$ cat config.mk
export PLATFORM = sky130hd
export DESIGN_NAME = bmrect_ctrl
export DESIGN_NICKNAME = d
export VERILOG_FILES = /design/src/design/bmrect_pkg.sv /design/src/design/bmrect_ctrl.sv
export SDC_FILE = /design/constraint.sdc
export NUM_CORES = 1
export LEC_CHECK = 0
export BUFFER_PORTS_ARGS = -buffer_cell sky130_fd_sc_hd__buf_2
export CORE_AREA = 2 2 39 41
export CTS_BUF_LIST = sky130_fd_sc_hd__clkbuf_8
export DETAILED_ROUTE_END_ITERATION = 8
export DIE_AREA = 0 0 41 43
export PLACE_DENSITY = 0.67
export SYNTH_ARGS = -nofsm -noshare
export SYNTH_HDL_FRONTEND = slang
export SYNTH_SLANG_ARGS = --single-unit
$ cat constraint.sdc
create_clock -name clk -period 1.2 [get_ports clk]
set_input_delay 0.12 -clock clk [delete_from_list [all_inputs] [get_ports clk]]
set_output_delay 0.12 -clock clk [all_outputs]
set_load 0.01 [all_outputs]
$ cat src/design/bmrect_pkg.sv
// Shared types, codes and helpers for the bitmap rectangle raster-op block
package bmrect_pkg;

  // default geometry
  localparam int GRID_SIZE_DEF = 1024;
  localparam int WORD_BITS_DEF = 64;

  // widest supported bitmap word and its popcount width
  localparam int WORD_MAX  = 64;
  localparam int POP_MAX_W = 7;

  // fixed field widths
  localparam int LIT_W      = 21;
  localparam int COORD_IN_W = 10;

  // operation codes
  localparam logic [1:0] OP_SET    = 2'd0;
  localparam logic [1:0] OP_CLEAR  = 2'd1;
  localparam logic [1:0] OP_INVERT = 2'd2;
  localparam logic [1:0] OP_UNUSED = 2'd3;

  // request beat
  typedef struct packed {
    logic [1:0]            operation;
    logic [COORD_IN_W-1:0] first_column;
    logic [COORD_IN_W-1:0] first_row;
    logic [COORD_IN_W-1:0] last_column;
    logic [COORD_IN_W-1:0] last_row;
  } bmrect_req_t;

  // response beat
  typedef struct packed {
    logic [LIT_W-1:0] lit_count;
    logic             inverted_corners;
  } bmrect_rsp_t;

  // controller to datapath commands
  typedef struct packed {
    logic load_item;
    logic mul;
    logic div_load_s;
    logic div_load_e;
    logic div_step;
    logic save_s;
    logic save_e;
    logic rd;
    logic wr;
    logic clr;
    logic wptr_inc;
    logic row_adv;
    logic res_load;
  } bmrect_cmd_t;

  // datapath to controller status
  typedef struct packed {
    logic item_skip;
    logic div_last;
    logic row_end;
    logic last_row;
    logic clr_last;
  } bmrect_sts_t;

  // number of set bits in a word
  function automatic logic [POP_MAX_W-1:0] popcount(input logic [WORD_MAX-1:0] w);
    logic [POP_MAX_W-1:0] n;
    n = '0;
    for (int i = 0; i < WORD_MAX; i++) begin
      n = n + POP_MAX_W'(w[i]);
    end
    return n;
  endfunction

endpackage

$ cat src/design/bmrect_ctrl.sv
// Controller: clear sweep, divider sequencing and word read-modify-write walk
module bmrect_ctrl import bmrect_pkg::*; (
  input  logic        clk,
  input  logic        rst,
  input  logic        req_valid,
  output logic        req_stall,
  output logic        rsp_valid,
  input  logic        rsp_stall,
  input  bmrect_sts_t sts,
  output bmrect_cmd_t cmd
);

  localparam logic [3:0] S_CLR  = 4'd0;
  localparam logic [3:0] S_IDLE = 4'd1;
  localparam logic [3:0] S_MUL  = 4'd2;
  localparam logic [3:0] S_LDS  = 4'd3;
  localparam logic [3:0] S_DIVS = 4'd4;
  localparam logic [3:0] S_DIVE = 4'd5;
  localparam logic [3:0] S_RD   = 4'd6;
  localparam logic [3:0] S_WR   = 4'd7;
  localparam logic [3:0] S_FIN  = 4'd8;

  logic [3:0] state;
  logic [3:0] state_next;

  // next state and commands
  always_comb begin
    cmd        = '0;
    state_next = state;
    req_stall  = (state != S_IDLE);
    case (state)
      S_CLR: begin
        cmd.clr      = 1'b1;
        cmd.wptr_inc = 1'b1;
        if (sts.clr_last) begin
          state_next = S_IDLE;
        end
      end
      S_IDLE: begin
        if (req_valid) begin
          cmd.load_item = 1'b1;
          state_next    = sts.item_skip ? S_FIN : S_MUL;
        end
      end
      S_MUL: begin
        cmd.mul    = 1'b1;
        state_next = S_LDS;
      end
      S_LDS: begin
        cmd.div_load_s = 1'b1;
        state_next     = S_DIVS;
      end
      S_DIVS: begin
        cmd.div_step = 1'b1;
        if (sts.div_last) begin
          cmd.save_s     = 1'b1;
          cmd.div_load_e = 1'b1;
          state_next     = S_DIVE;
        end
      end
      S_DIVE: begin
        cmd.div_step = 1'b1;
        if (sts.div_last) begin
          cmd.save_e = 1'b1;
          state_next = S_RD;
        end
      end
      S_RD: begin
        cmd.rd     = 1'b1;
        state_next = S_WR;
      end
      S_WR: begin
        cmd.wr = 1'b1;
        if (!sts.row_end) begin
          cmd.wptr_inc = 1'b1;
          state_next   = S_RD;
        end else if (!sts.last_row) begin
          cmd.row_adv = 1'b1;
          state_next  = S_RD;
        end else begin
          state_next = S_FIN;
        end
      end
      S_FIN: begin
        if (!rsp_valid || !rsp_stall) begin
          cmd.res_load = 1'b1;
          state_next   = S_IDLE;
        end
      end
      default: begin
        state_next = S_IDLE;
      end
    endcase
  end

  // state and response valid
  always_ff @(posedge clk) begin
    if (rst) begin
      state     <= S_CLR;
      rsp_valid <= 1'b0;
    end else begin
      state <= state_next;
      if (cmd.res_load) begin
        rsp_valid <= 1'b1;
      end else if (!rsp_stall) begin
        rsp_valid <= 1'b0;
      end
    end
  end

  // an accepted beat goes to setup or straight to the result
  a_accept_next: assert property (@(posedge clk) disable iff (rst)
    (state == S_IDLE && req_valid) |=> (state == S_MUL || state == S_FIN))
    else $error("bad state after request beat");

  // every write is followed by another read or by the result
  a_wr_next: assert property (@(posedge clk) disable iff (rst)
    (state == S_WR) |=> (state == S_RD || state == S_FIN))
    else $error("bad state after word write");

  // the response register is only loaded when it is free
  a_res_free: assert property (@(posedge clk) disable iff (rst)
    cmd.res_load |-> (!rsp_valid || !rsp_stall))
    else $error("response overwritten while held");

  // clear sweep runs until the last word
  a_clr_hold: assert property (@(posedge clk) disable iff (rst)
    (state == S_CLR && !sts.clr_last) |=> (state == S_CLR))
    else $error("clear sweep left early");

endmodule

==> flow_summary.json <==
{
  "htreeDepth": 1,
  "p_leak_nw": 0.3948,
  "reg2reg_depth": 4,
  "violations": "setup timing",
  "synthTopCellsByCount": "nor2_1 (7), nor3_1 (7), nand2_1 (6)",
  "routabilityCongestion": 0.7623,
  "path_class": "reg2out",
  "fin_ws_ns": -0.1218,
  "ir_worst_vdd_mv": 0.6445,
  "fin_setup_tns_ns": -0.7515,
  "yosys_warnings": 0,
  "first_global_vias": 502,
  "drv_slew": 0,
  "fillers": 113,
  "diodes": 0,
  "hold_viol_final": 0,
  "critPathLaunchType": "register",
  "synth_fp_nets": 66,
  "routed_via_density": 5.150,
  "num_vias": 582,
  "wire_per_inst_um": 14.25,
  "period_needed_ns": 1.322,
  "synth-edff-count": 0,
  "power_uw": 667.5,
  "met1_usage_pct": 17.63,
  "ant_nets": 0,
  "wirelength_um": 1610,
  "die-area_um2": 1763,
  "final_nets": 107,
  "cts_buffers": 3,
  "fin_util_pct": 60.94,
  "hold_depth": 2,
  "die_w_um": 41,
  "synth-seq-cells": 5,
  "drt-initial-drc-count": 8,
  "overflow": 0,
  "netlist_area_um2": 410.4,
  "slew_headroom_pct": 81.99,
  "register_area_um2": 115.1,
  "clk_pin_slew_ns": 0.04,
  "fin_skew_ns": 0.003673,
  "cts_sinks": 5,
  "async_flop_share_pct": 0,
  "grt_start_max_net_pins": 8,
  "ios": 24,
  "critical_path_required_ns": 1.08,
  "grtUsageMet2_pct": 27.50,
  "worstMarginPinSlew_ns": 0.2673,
  "period_share_pct": 110.1,
  "clk_latency_ns": 0.22,
  "avgSynthCellArea_um2": 7.200,
  "hold_path.class": "in2reg",
  "max_freq_mhz": 756.6,
  "dpl.hpwl_um": 901.3,
  "pwr_density_cell_nw_per_um2": 791.5,
  "drt_pass1_iterations": 4,
  "synth_ff_type": "dfxtp_1",
  "cts_tree": "yes",
  "use_met3_pct": 3.141,
  "globalRoute.busiestLayer": "met2",
  "drive_gt1_share_pct": 73.20,
  "end_kind": "primary output",
  "cts_buffer_depth": 2,
  "row_count": 14,
  "arrival_ns": 1.20,
  "cp_max_fo": 6,
  "setup_violations": 11,
  "die_h_um": 43,
  "synth_top_area_share_pct": 24.39,
  "area_growth_pct": 105.5,
  "post-route-drc-count": 0,
  "synth_cells": 57,
  "cts_root_buf": "clkbuf_8",
  "hold_buffers": 0,
  "multi_input_area_um2": 390.4,
  "grt_pass1_wl_um": 1994,
  "yosysUniqueCellTypes": 26,
  "outcome": "complete, but fails checks",
  "synth-seq-area-share_pct": 24.39,
  "core_area_um2": 1384,
  "portBuffers": 23,
  "yosysTopAreaCell": "dfxtp_1",
  "synth.top_cells.by_area": "dfxtp_1 (24%), nor3_1 (8.5%), nor2_1 (6.4%)",
  "grt_usage_pct": 16.45,
  "grt_setup_unrepaired": "true",
  "maxCapViolations": 0,
  "antenna_found_initial": 0,
  "initial_core_util_pct": 29.66
}
-- logic make-up after synthesis --
group / synth area share, %
buf+inv: 10.67
flops: 24.39
mux: 5.183
simple gates: 41.77
compound gates: 17.99
-- per-stage QoR --
| stage | cell area, um^2 | hold WS, ns | worst slack, ns | instances |
|---|---|---|---|---|
| 6_report | 843.3 | 0.1667 | -0.1218 | 113 |
| 5_1_grt | 843.3 | 0.1739 | -0.1957 | 113 |
| 4_1_cts | 745.7 | 0.1477 | -0.09636 | 110 |
| 3_5_place_dp | 593.1 | 0.3685 | -0.1467 | 102 |
| 3_3_place_gp | 593.1 | 0.3620 | -0.001835 | 102 |
| 2_1_floorplan | 415.4 | 0.1891 | 0.03421 | 57 |
-- timing repair --
item                                    4_1_cts  5_1_grt
resized for setup                            26       16
endpoints found under the setup margin       17       16
pin swaps                                     3        7
buffers inserted                              4        3
-- per-layer routing --
metal,vias up,part of all wire [%]
met5,-,0
met2,22,57
met1,272,37
met4,0,0.62
met3,2,5.2
li1,286,-
-- path summary, 6_finish.rpt --
kind	slack (ns)	to	from
min	0.17	rsp_valid	rst
max	-0.12	cmd[7]	state[1]
min reg2reg	0.52	rsp_valid	rsp_valid
max reg2reg	-0.07	state[3]	state[2]
-- worst max-delay path, stage by stage (launching register included) --
cell and delay (ns):
dfxtp_4 0.36, buf_6 0.12, nand3b_1 0.18, nor3_2 0.15, buf_2 0.16
-- cells in the final DEF, fill, tap and decap left out, types with 2 or more instances in the layout --
| master | n |
|---|---|
| nand2_2 | 3 |
| nor2_4 | 2 |
| buf_6 | 5 |
| nand3_2 | 2 |
| nor2_1 | 4 |
| nor3_1 | 2 |
| clkbuf_8 | 3 |
| a21oi_1 | 3 |
| nand2b_4 | 2 |
| nand3b_1 | 2 |
| buf_4 | 12 |
| nand2_1 | 3 |
| nor3_2 | 5 |
| buf_2 | 24 |
| a21oi_2 | 2 |
| dfxtp_4 | 4 |
-- where the power goes --
group,internal [mW],leakage (nW),switching (mW)
logic,0.0899,0.324,0.0930
registers,0.168,0.0435,0.0153
clock network,0.219,0.0269,0.0825
-- final cells by class --
| class | count | share of cell area, % |
|---|---|---|
| inverters | 1 | 0.7418 |
| clock inverters | 1 | 0.4451 |
| clock buffers | 3 | 4.896 |
| repair buffers | 41 | 31.60 |
| flip-flops and latches | 5 | 13.65 |
| multi-input cells | 46 | 46.29 |
| well taps | 16 | 2.374 |
-- flip-flops by register name (all words and copies together) (netlist names) --
signal / count
state: 4
rsp_valid: 1
No activity file was read; power rests on OpenSTA's default activity.
